### src/hw/rtl/potb_pkg.sv
package potb_pkg;

  localparam int NUM_TIMERS_DEF = 16;

  localparam logic [2:0] CMD_TICK    = 3'd0;
  localparam logic [2:0] CMD_SETUP   = 3'd1;
  localparam logic [2:0] CMD_START   = 3'd2;
  localparam logic [2:0] CMD_STOP    = 3'd3;
  localparam logic [2:0] CMD_RESTART = 3'd4;
  localparam logic [2:0] CMD_RELEASE = 3'd5;

  // one slot as held in the slot RAM
  typedef struct packed {
    logic [31:0] alarm;
    logic [31:0] interval;
    logic        periodic;
    logic [7:0]  prio;
    logic [1:0]  notify;
  } slot_entry_t;

  typedef enum logic [3:0] {
    ST_IDLE  = 4'b0001,
    ST_CMD   = 4'b0010,
    ST_SCAN  = 4'b0100,
    ST_FLUSH = 4'b1000
  } state_t;

endpackage

### src/hw/rtl/potb_ram.sv
module potb_ram #(
  parameter int WIDTH = 8,
  parameter int DEPTH = 16
) (
  input  logic                                    clk,
  input  logic                                    we,
  input  logic [((DEPTH > 1) ? $clog2(DEPTH) : 1)-1:0] waddr,
  input  logic [WIDTH-1:0]                        wdata,
  input  logic [((DEPTH > 1) ? $clog2(DEPTH) : 1)-1:0] raddr,
  output logic [WIDTH-1:0]                        rdata
);

  logic [WIDTH-1:0] mem [DEPTH];

  always_ff @(posedge clk) begin
    if (we) begin
      mem[waddr] <= wdata;
    end
    rdata <= mem[raddr];
  end

endmodule

### src/hw/rtl/periodic_one_shot_timer_bank_top.sv
// Non-tick command: applied in the cycle after it is accepted (slot RAM read, then write back).
// Tick: one slot a cycle through the RAM read port, except while the result channel stalls;
// the tick's last result leaves in its final cycle.
// One item in work at a time; a finished result may still wait in the output register.
// Reset (synchronous, rst_n low) clears the time counter, in-use and running flags and the
// channels; the slot RAM is not cleared, its entries are written by setup before use.
module periodic_one_shot_timer_bank_top #(
  parameter int NUM_TIMERS = potb_pkg::NUM_TIMERS_DEF
) (
  input  logic        clk,
  input  logic        rst_n,
  input  logic        in_tvalid,
  output logic        in_tready,
  // [3:0] timer_id, [35:4] interval_ms, [36] auto_reload, [44:37] event_priority,
  // [46:45] notify_mode, [47] zero
  input  logic [47:0] in_tdata,
  // [2:0] command
  input  logic [2:0]  in_tuser,
  output logic        out_tvalid,
  input  logic        out_tready,
  // [3:0] fired_id, [11:4] fired_priority
  output logic [15:0] out_tdata,
  // [0] delivery
  output logic [0:0]  out_tuser,
  output logic        out_tlast
);

  localparam int SLOT_W = (NUM_TIMERS > 1) ? $clog2(NUM_TIMERS) : 1;
  localparam int ENT_W  = $bits(potb_pkg::slot_entry_t);

  potb_pkg::state_t state_r, state_nxt;

  logic [31:0]           now_r, now_nxt;
  logic [NUM_TIMERS-1:0] in_use_r, in_use_nxt;
  logic [NUM_TIMERS-1:0] run_r, run_nxt;
  logic [SLOT_W-1:0]     scan_r, scan_nxt;

  logic [2:0]            cmd_r, cmd_nxt;
  logic [SLOT_W-1:0]     slot_r, slot_nxt;
  logic                  id_ok_r, id_ok_nxt;
  logic [31:0]           ival_r, ival_nxt;
  logic                  periodic_r, periodic_nxt;
  logic [7:0]            prio_r, prio_nxt;
  logic [1:0]            notify_r, notify_nxt;

  logic                  pend_valid_r, pend_valid_nxt;
  logic [3:0]            pend_id_r, pend_id_nxt;
  logic [7:0]            pend_prio_r, pend_prio_nxt;
  logic                  pend_dlv_r, pend_dlv_nxt;

  logic                  out_valid_r, out_valid_nxt;
  logic [3:0]            out_id_r, out_id_nxt;
  logic [7:0]            out_prio_r, out_prio_nxt;
  logic                  out_dlv_r, out_dlv_nxt;
  logic                  out_last_r, out_last_nxt;

  logic                  ram_we;
  logic [SLOT_W-1:0]     ram_waddr;
  logic [SLOT_W-1:0]     ram_raddr;
  potb_pkg::slot_entry_t ram_wdata;
  potb_pkg::slot_entry_t ram_rdata;
  logic [ENT_W-1:0]      ram_rdata_raw;

  logic [6:0]            in_id_ext;
  logic [6:0]            scan_ext;
  logic [31:0]           arm_alarm;
  logic                  out_free;
  logic                  hit;
  logic                  need_emit;
  logic                  stall;

  potb_ram #(
    .WIDTH (ENT_W),
    .DEPTH (NUM_TIMERS)
  ) u_slot_ram (
    .clk   (clk),
    .we    (ram_we),
    .waddr (ram_waddr),
    .wdata (ram_wdata),
    .raddr (ram_raddr),
    .rdata (ram_rdata_raw)
  );

  assign ram_rdata = potb_pkg::slot_entry_t'(ram_rdata_raw);

  assign in_id_ext = {3'b000, in_tdata[3:0]};
  assign scan_ext  = 7'(scan_r);
  assign arm_alarm = now_r + ram_rdata.interval;
  assign out_free  = !out_valid_r || out_tready;

  assign hit       = in_use_r[scan_r] && run_r[scan_r] && !(now_r < ram_rdata.alarm);
  assign need_emit = hit && (ram_rdata.notify != 2'b00);
  assign stall     = need_emit && pend_valid_r && !out_free;

  assign in_tready  = (state_r == potb_pkg::ST_IDLE);
  assign out_tvalid = out_valid_r;
  assign out_tdata  = {4'b0000, out_prio_r, out_id_r};
  assign out_tuser  = out_dlv_r;
  assign out_tlast  = out_last_r;

  always_comb begin
    state_nxt      = state_r;
    now_nxt        = now_r;
    in_use_nxt     = in_use_r;
    run_nxt        = run_r;
    scan_nxt       = scan_r;
    cmd_nxt        = cmd_r;
    slot_nxt       = slot_r;
    id_ok_nxt      = id_ok_r;
    ival_nxt       = ival_r;
    periodic_nxt   = periodic_r;
    prio_nxt       = prio_r;
    notify_nxt     = notify_r;
    pend_valid_nxt = pend_valid_r;
    pend_id_nxt    = pend_id_r;
    pend_prio_nxt  = pend_prio_r;
    pend_dlv_nxt   = pend_dlv_r;
    out_valid_nxt  = out_valid_r && !out_tready;
    out_id_nxt     = out_id_r;
    out_prio_nxt   = out_prio_r;
    out_dlv_nxt    = out_dlv_r;
    out_last_nxt   = out_last_r;
    ram_we         = 1'b0;
    ram_waddr      = scan_r;
    ram_wdata      = ram_rdata;
    ram_raddr      = scan_r;

    unique case (state_r)
      potb_pkg::ST_IDLE: begin
        cmd_nxt      = in_tuser;
        slot_nxt     = in_id_ext[SLOT_W-1:0];
        id_ok_nxt    = (in_id_ext < 7'(NUM_TIMERS));
        ival_nxt     = in_tdata[35:4];
        periodic_nxt = in_tdata[36];
        prio_nxt     = in_tdata[44:37];
        notify_nxt   = in_tdata[46:45];
        if (in_tuser == potb_pkg::CMD_TICK) begin
          ram_raddr = '0;
        end else begin
          ram_raddr = in_id_ext[SLOT_W-1:0];
        end
        if (in_tvalid) begin
          if (in_tuser == potb_pkg::CMD_TICK) begin
            now_nxt   = now_r + 32'd1;
            scan_nxt  = '0;
            state_nxt = potb_pkg::ST_SCAN;
          end else begin
            state_nxt = potb_pkg::ST_CMD;
          end
        end
      end

      potb_pkg::ST_CMD: begin
        ram_waddr = slot_r;
        state_nxt = potb_pkg::ST_IDLE;
        if (id_ok_r) begin
          unique case (cmd_r)
            potb_pkg::CMD_SETUP: begin
              in_use_nxt[slot_r]  = 1'b1;
              run_nxt[slot_r]     = 1'b0;
              ram_we              = 1'b1;
              ram_wdata.interval  = ival_r;
              ram_wdata.periodic  = periodic_r;
              ram_wdata.prio      = prio_r;
              ram_wdata.notify    = notify_r;
            end
            potb_pkg::CMD_START: begin
              if (in_use_r[slot_r] && !run_r[slot_r]) begin
                run_nxt[slot_r] = 1'b1;
                ram_we          = 1'b1;
                ram_wdata.alarm = arm_alarm;
              end
            end
            potb_pkg::CMD_STOP: begin
              if (in_use_r[slot_r]) begin
                run_nxt[slot_r] = 1'b0;
              end
            end
            potb_pkg::CMD_RESTART: begin
              if (in_use_r[slot_r]) begin
                run_nxt[slot_r] = 1'b1;
                ram_we          = 1'b1;
                ram_wdata.alarm = arm_alarm;
              end
            end
            potb_pkg::CMD_RELEASE: begin
              if (in_use_r[slot_r]) begin
                run_nxt[slot_r]    = 1'b0;
                in_use_nxt[slot_r] = 1'b0;
              end
            end
            default: begin
            end
          endcase
        end
      end

      potb_pkg::ST_SCAN: begin
        // hold the read address on a stall so the entry stays on the read port
        if (!stall) begin
          if (hit) begin
            if (ram_rdata.periodic) begin
              ram_we          = 1'b1;
              ram_wdata.alarm = arm_alarm;
            end else begin
              run_nxt[scan_r] = 1'b0;
            end
          end
          if (need_emit) begin
            // a newer fire proves the held one is not the last of the tick
            if (pend_valid_r) begin
              out_valid_nxt = 1'b1;
              out_id_nxt    = pend_id_r;
              out_prio_nxt  = pend_prio_r;
              out_dlv_nxt   = pend_dlv_r;
              out_last_nxt  = 1'b0;
            end
            pend_valid_nxt = 1'b1;
            pend_id_nxt    = scan_ext[3:0];
            pend_prio_nxt  = ram_rdata.prio;
            pend_dlv_nxt   = ram_rdata.notify[1];
          end
          if (scan_r == SLOT_W'(NUM_TIMERS - 1)) begin
            state_nxt = potb_pkg::ST_FLUSH;
          end else begin
            scan_nxt  = scan_r + SLOT_W'(1);
            ram_raddr = scan_r + SLOT_W'(1);
          end
        end
      end

      potb_pkg::ST_FLUSH: begin
        if (!pend_valid_r) begin
          state_nxt = potb_pkg::ST_IDLE;
        end else if (out_free) begin
          out_valid_nxt  = 1'b1;
          out_id_nxt     = pend_id_r;
          out_prio_nxt   = pend_prio_r;
          out_dlv_nxt    = pend_dlv_r;
          out_last_nxt   = 1'b1;
          pend_valid_nxt = 1'b0;
          state_nxt      = potb_pkg::ST_IDLE;
        end
      end

      default: begin
        state_nxt = potb_pkg::ST_IDLE;
      end
    endcase
  end

  always_ff @(posedge clk) begin
    if (!rst_n) begin
      state_r      <= potb_pkg::ST_IDLE;
      now_r        <= '0;
      in_use_r     <= '0;
      run_r        <= '0;
      pend_valid_r <= 1'b0;
      out_valid_r  <= 1'b0;
    end else begin
      state_r      <= state_nxt;
      now_r        <= now_nxt;
      in_use_r     <= in_use_nxt;
      run_r        <= run_nxt;
      pend_valid_r <= pend_valid_nxt;
      out_valid_r  <= out_valid_nxt;
    end
  end

  always_ff @(posedge clk) begin
    scan_r      <= scan_nxt;
    cmd_r       <= cmd_nxt;
    slot_r      <= slot_nxt;
    id_ok_r     <= id_ok_nxt;
    ival_r      <= ival_nxt;
    periodic_r  <= periodic_nxt;
    prio_r      <= prio_nxt;
    notify_r    <= notify_nxt;
    pend_id_r   <= pend_id_nxt;
    pend_prio_r <= pend_prio_nxt;
    pend_dlv_r  <= pend_dlv_nxt;
    out_id_r    <= out_id_nxt;
    out_prio_r  <= out_prio_nxt;
    out_dlv_r   <= out_dlv_nxt;
    out_last_r  <= out_last_nxt;
  end

endmodule

### config.mk
export PLATFORM = sky130hd
export DESIGN_NAME = periodic_one_shot_timer_bank_top
export DESIGN_NICKNAME = d
export VERILOG_FILES = /design/src/hw/rtl/potb_pkg.sv /design/src/hw/rtl/potb_ram.sv /design/src/hw/rtl/periodic_one_shot_timer_bank_top.sv
export SDC_FILE = /design/constraint.sdc
export NUM_CORES = 2
export LEC_CHECK = 0
export BUFFER_PORTS_ARGS = -buffer_cell sky130_fd_sc_hd__buf_2
export CAP_MARGIN = 20
export CELL_PAD_IN_SITES_DETAIL_PLACEMENT = 1
export CELL_PAD_IN_SITES_GLOBAL_PLACEMENT = 1
export CORE_UTILIZATION = 40
export CTS_BUF_LIST = sky130_fd_sc_hd__clkbuf_2
export DETAILED_ROUTE_END_ITERATION = 8
export PLACE_DENSITY = 0.68
export SYNTH_ARGS = -nofsm -noshare
export SYNTH_HDL_FRONTEND = slang
export SYNTH_SLANG_ARGS = --single-unit
### constraint.sdc
create_clock -name clk -period 11.6 [get_ports clk]
set_input_delay 0.58 -clock clk [delete_from_list [all_inputs] [get_ports clk]]
set_output_delay 0.58 -clock clk [all_outputs]
set_load 0.005 [all_outputs]
==> results by group <==
Setup path
  • Max FO, Critical Path: 57
  • Worst setup EP type: register
  • R2R Path End: u_slot_ram.mem[6][41]
  • Startpoint Class: register
  • R2R depth: 15
  • CP arrival: 7.81 ns
  • Crit path kind: reg -> reg
  • Required time of the critical path: 12.92 ns
  • FF-to-FF setup slack: 5.11 ns
  • R2r startpoint: u_slot_ram.rdata[71]

Detailed routing
  • Routed wire per std cell: 23.04 microns
  • DRT antenna net count: 0
  • DR iter-0 viols: 2701
  • DRC violations left: 0
  • Vias per cell: 5.424
  • Drt pass-1 iters: 5
  • Routed WL: 162.0 mm
  • Vias post-DR: 38140

Yosys
  • Cell variety after synth: 73
  • Number of enable flip-flop cells after synthesis: 1281
  • Top_reg_cell synth: edfxtp_1
  • Dominant cells by area after synthesis: edfxtp_1 (66%), dfxtp_1 (5.0%), nand2_1 (4.3%)
  • Syn. warnings: 0
  • Mapped Area: 58380 sq um
  • Syn avg cell area: 13.25 sq um
  • Synthesized flop and latch total: 1426
  • Post-synth top area share: 65.89%
  • Seq/Total Area, Yosys: 70.86%
  • Post-synth ARST share: 0%
  • Leading area contributor after synthesis: edfxtp_1
  • Synth top cells by count: edfxtp_1 (1281), nand2_1 (671), nor2_1 (529)
  • Most common cell in the netlist: edfxtp_1
  • Gate Count Post-Synth: 4406

Clocking
  • Clock Sinks: 1426
  • CTS root buffer: clkbuf_2
  • Insertion delay to the later sink of the worst-skew pair: 1.72 ns
  • CTS Buf Count: 382
  • Post-CTS sizing: 0
  • CTS tree: built
  • Htree depth: 5
  • Bufs on Longest Clock Path: 4
  • Clk slew on worst S/H paths: 0.10 ns

Placement
  • Inst Count DP: 6194
  • Dpl ws: 5.146 ns
  • PortBufs: 69
  • Hpwl dp: 83.60 mm
  • GP Congestion: 0.7872
  • Cell Area, Placed: 60950 sq um

Timing
  • Max Clk Rate: 154.2 MHz
  • Slew Viols, Final: 0
  • RSZ-0062 raised after global routing: no
  • Worst Max-Slew Pin Slew: 1.141 ns
  • Final Hold Violating Endpoints: 0
  • Worst setup margin: 5.114 ns
  • Final setup TNS: 0 ns
  • Fin crit share: 55.92%
  • Setup violations, final: 0
  • Skew final: 0.1675 ns
  • Min cycle time layout: 6.486 ns
  • Max_slew headroom: 23.76%

Global routing
  • Largest net degree at the start of global routing: 175
  • Initial antenna violation count: 10
  • Vias in the first global route: 39570
  • Grt ovf: 0
  • First-pass GRT wire length: 241.5 mm
  • All-Layer GR Usage: 21.76%

Finish
  • Layout cells sized above 1: 17.31%
  • Area Overhead vs Synth: 13.09%
  • Design Area, Final: 66030 sq um
  • NumNets Final: 4964
  • Layout Cells excl Fill: 7032

Power and ir drop
  • Seq pwr share: 49.1%
  • Switching Share: 34.31%
  • Comb pwr share: 25.1%
  • Int Power: 8977 uW
  • Clock power share: 25.8%
  • Leakage: 0.02389 uW
  • PwrDens: 207.0 nW/um^2
  • Peak supply drop: 0.1689 mV
  • Psw: 4689 uW

Die
  • Row cnt: 139
  • Die width: 384.0 microns
  • # IOs: 75
  • Core area: 144200 sq um
  • Die area: 147500 sq um
  • Initial Util: 40.49%
  • Die Height: 384.0 microns

Min path
  • Hold Crit Depth: 3
  • Worst Hold Launch: in_tuser[2]
  • Hold Path End: cmd_r[2]
  • Min-Delay Path Class: in -> reg

Outcome
  • Outcome: completed

Run
  • Max-capacitance violation count: 0
==> cells by family (layout without fill, tap and decap cells) <==
logic type               count (synthesis)  count (layout)  synth area share, %
flip-flops                            1426            1426                70.86
AO/OA/AOI/OAI                          610             610                6.920
AND/OR/NAND/NOR                       1652            1652                12.25
XOR/XNOR                                50              50               0.7501
other                                    1               8             0.006423
multiplexers                           297             297                5.422
buffers and inverters                  302            1018                2.321
adder cells (fa/ha/maj)                 68              68                1.470
==> per-stage QoR <==
step / hold WS [ns] / total power [uW] / utilization (%)
4_1_cts: 0.005230 / 13760 / 45.70
3_3_place_gp: 0.4039 / 10060 / 42.24
6_report: 0.2526 / 13670 / 45.80
5_1_grt: 0.08038 / 14380 / 45.80
2_1_floorplan: 0.4003 / 8974 / -
3_5_place_dp: 0.4057 / 10180 / 42.28
==> per-layer routing <==
layer | vias to the layer above | part of all wire, % | routed length (microns) | GRT usage [%]
met1 | 19380 | 44 | 70780 | 28.93
met4 | 6 | 2.5 | 3989 | 7.828
li1 | 17340 | - | - | -
met2 | 1132 | 48 | 77450 | 35.03
met5 | - | 0.025 | 40 | 0
met3 | 288 | 6.0 | 9739 | 4.719
==> critical path, stage by stage (launching register included) <==
cell       delay [ns]
dfxtp_1          0.34
inv_1            0.06
ha_1             0.32
a21oi_1          0.17
nand2_1          0.07
a2111oi_0        0.67
a21oi_1          0.19
a311oi_2         0.88
or3_1            0.37
nor2_1           0.18
a31oi_4          0.17
buf_4            0.59
nor2b_4          0.95
a211oi_4         0.05
buf_4            0.48
buf_4            0.50
==> power by group through the flow <==
stage                     registers, uW  clock network [uW]  logic, uW
after CTS                          6710                3640       3410
after global routing               6740                3890       3750
after global placement             6830                   0       3230
after detailed placement           6830                   0       3350
final                              6720                3520       3430
after floorplan                    6640                   0       2330
==> final cells by class <==
cell class / instances / area, sq um
clock inverters: 57 / 351.6
diodes: 4 / 10.01
flip-flops and latches: 1426 / 41370
clock buffers: 611 / 3058
repair buffers: 308 / 2688
inverters: 42 / 158.9
fillers: 14940 / 78150
multi-input cells: 2681 / 16010
well taps: 1903 / 2381
==> layout by cell type, fill, tap and decap left out, drive strengths merged, types with 74 or more instances in the layout <==
master / Yosys / routed
nand3b: 76 / 76
buf: 123 / 156
dfxtp: 145 / 145
clkbuf: 137 / 611
o221ai: 76 / 76
edfxtp: 1281 / 1281
nand3: 259 / 259
nand2: 671 / 671
o21ai: 229 / 229
nor2: 531 / 531
dlygate4sd3: 0 / 152
a32oi: 74 / 74
mux2i: 236 / 236
==> flip-flops by register name, indices dropped and copies added, names as in the netlist, named ones only <==
register          count
u_slot_ram.mem     1200
now_r                32
u_slot_ram.rdata     75
out_tuser             1
out_tvalid            1
pend_id_r             4
out_id_r              4
out_prio_r            8
pend_prio_r           8
prio_r                8
state_r               4
cmd_r                 3
pend_dlv_r            1
slot_r                4
ival_r               32
pend_valid_r          1
scan_r                4
notify_r              2
periodic_r            1
out_tlast             1
==> timing repair <==
| action | in CTS | in global routing |
|---|---|---|
| endpoints found under the hold margin | 210 | 0 |
| endpoints found under the setup margin | 0 | 0 |
| hold buffers | 152 | 0 |
| setup buffers | 0 | 0 |
==> worst max path at each step <==
stage / from / to / slack [ns]
floorplan: u_slot_ram.rdata[71] / u_slot_ram.mem[10][0] / 2.76
global placement: now_r[29] / u_slot_ram.mem[6][29] / 5.28
detailed placement: u_slot_ram.rdata[71] / u_slot_ram.mem[6][27] / 5.15
CTS: u_slot_ram.rdata[71] / u_slot_ram.mem[6][58] / 5.06
global route: u_slot_ram.rdata[71] / u_slot_ram.mem[6][37] / 4.80
finish: u_slot_ram.rdata[71] / u_slot_ram.mem[6][41] / 5.11
No activity file was read; power rests on OpenSTA's default activity.
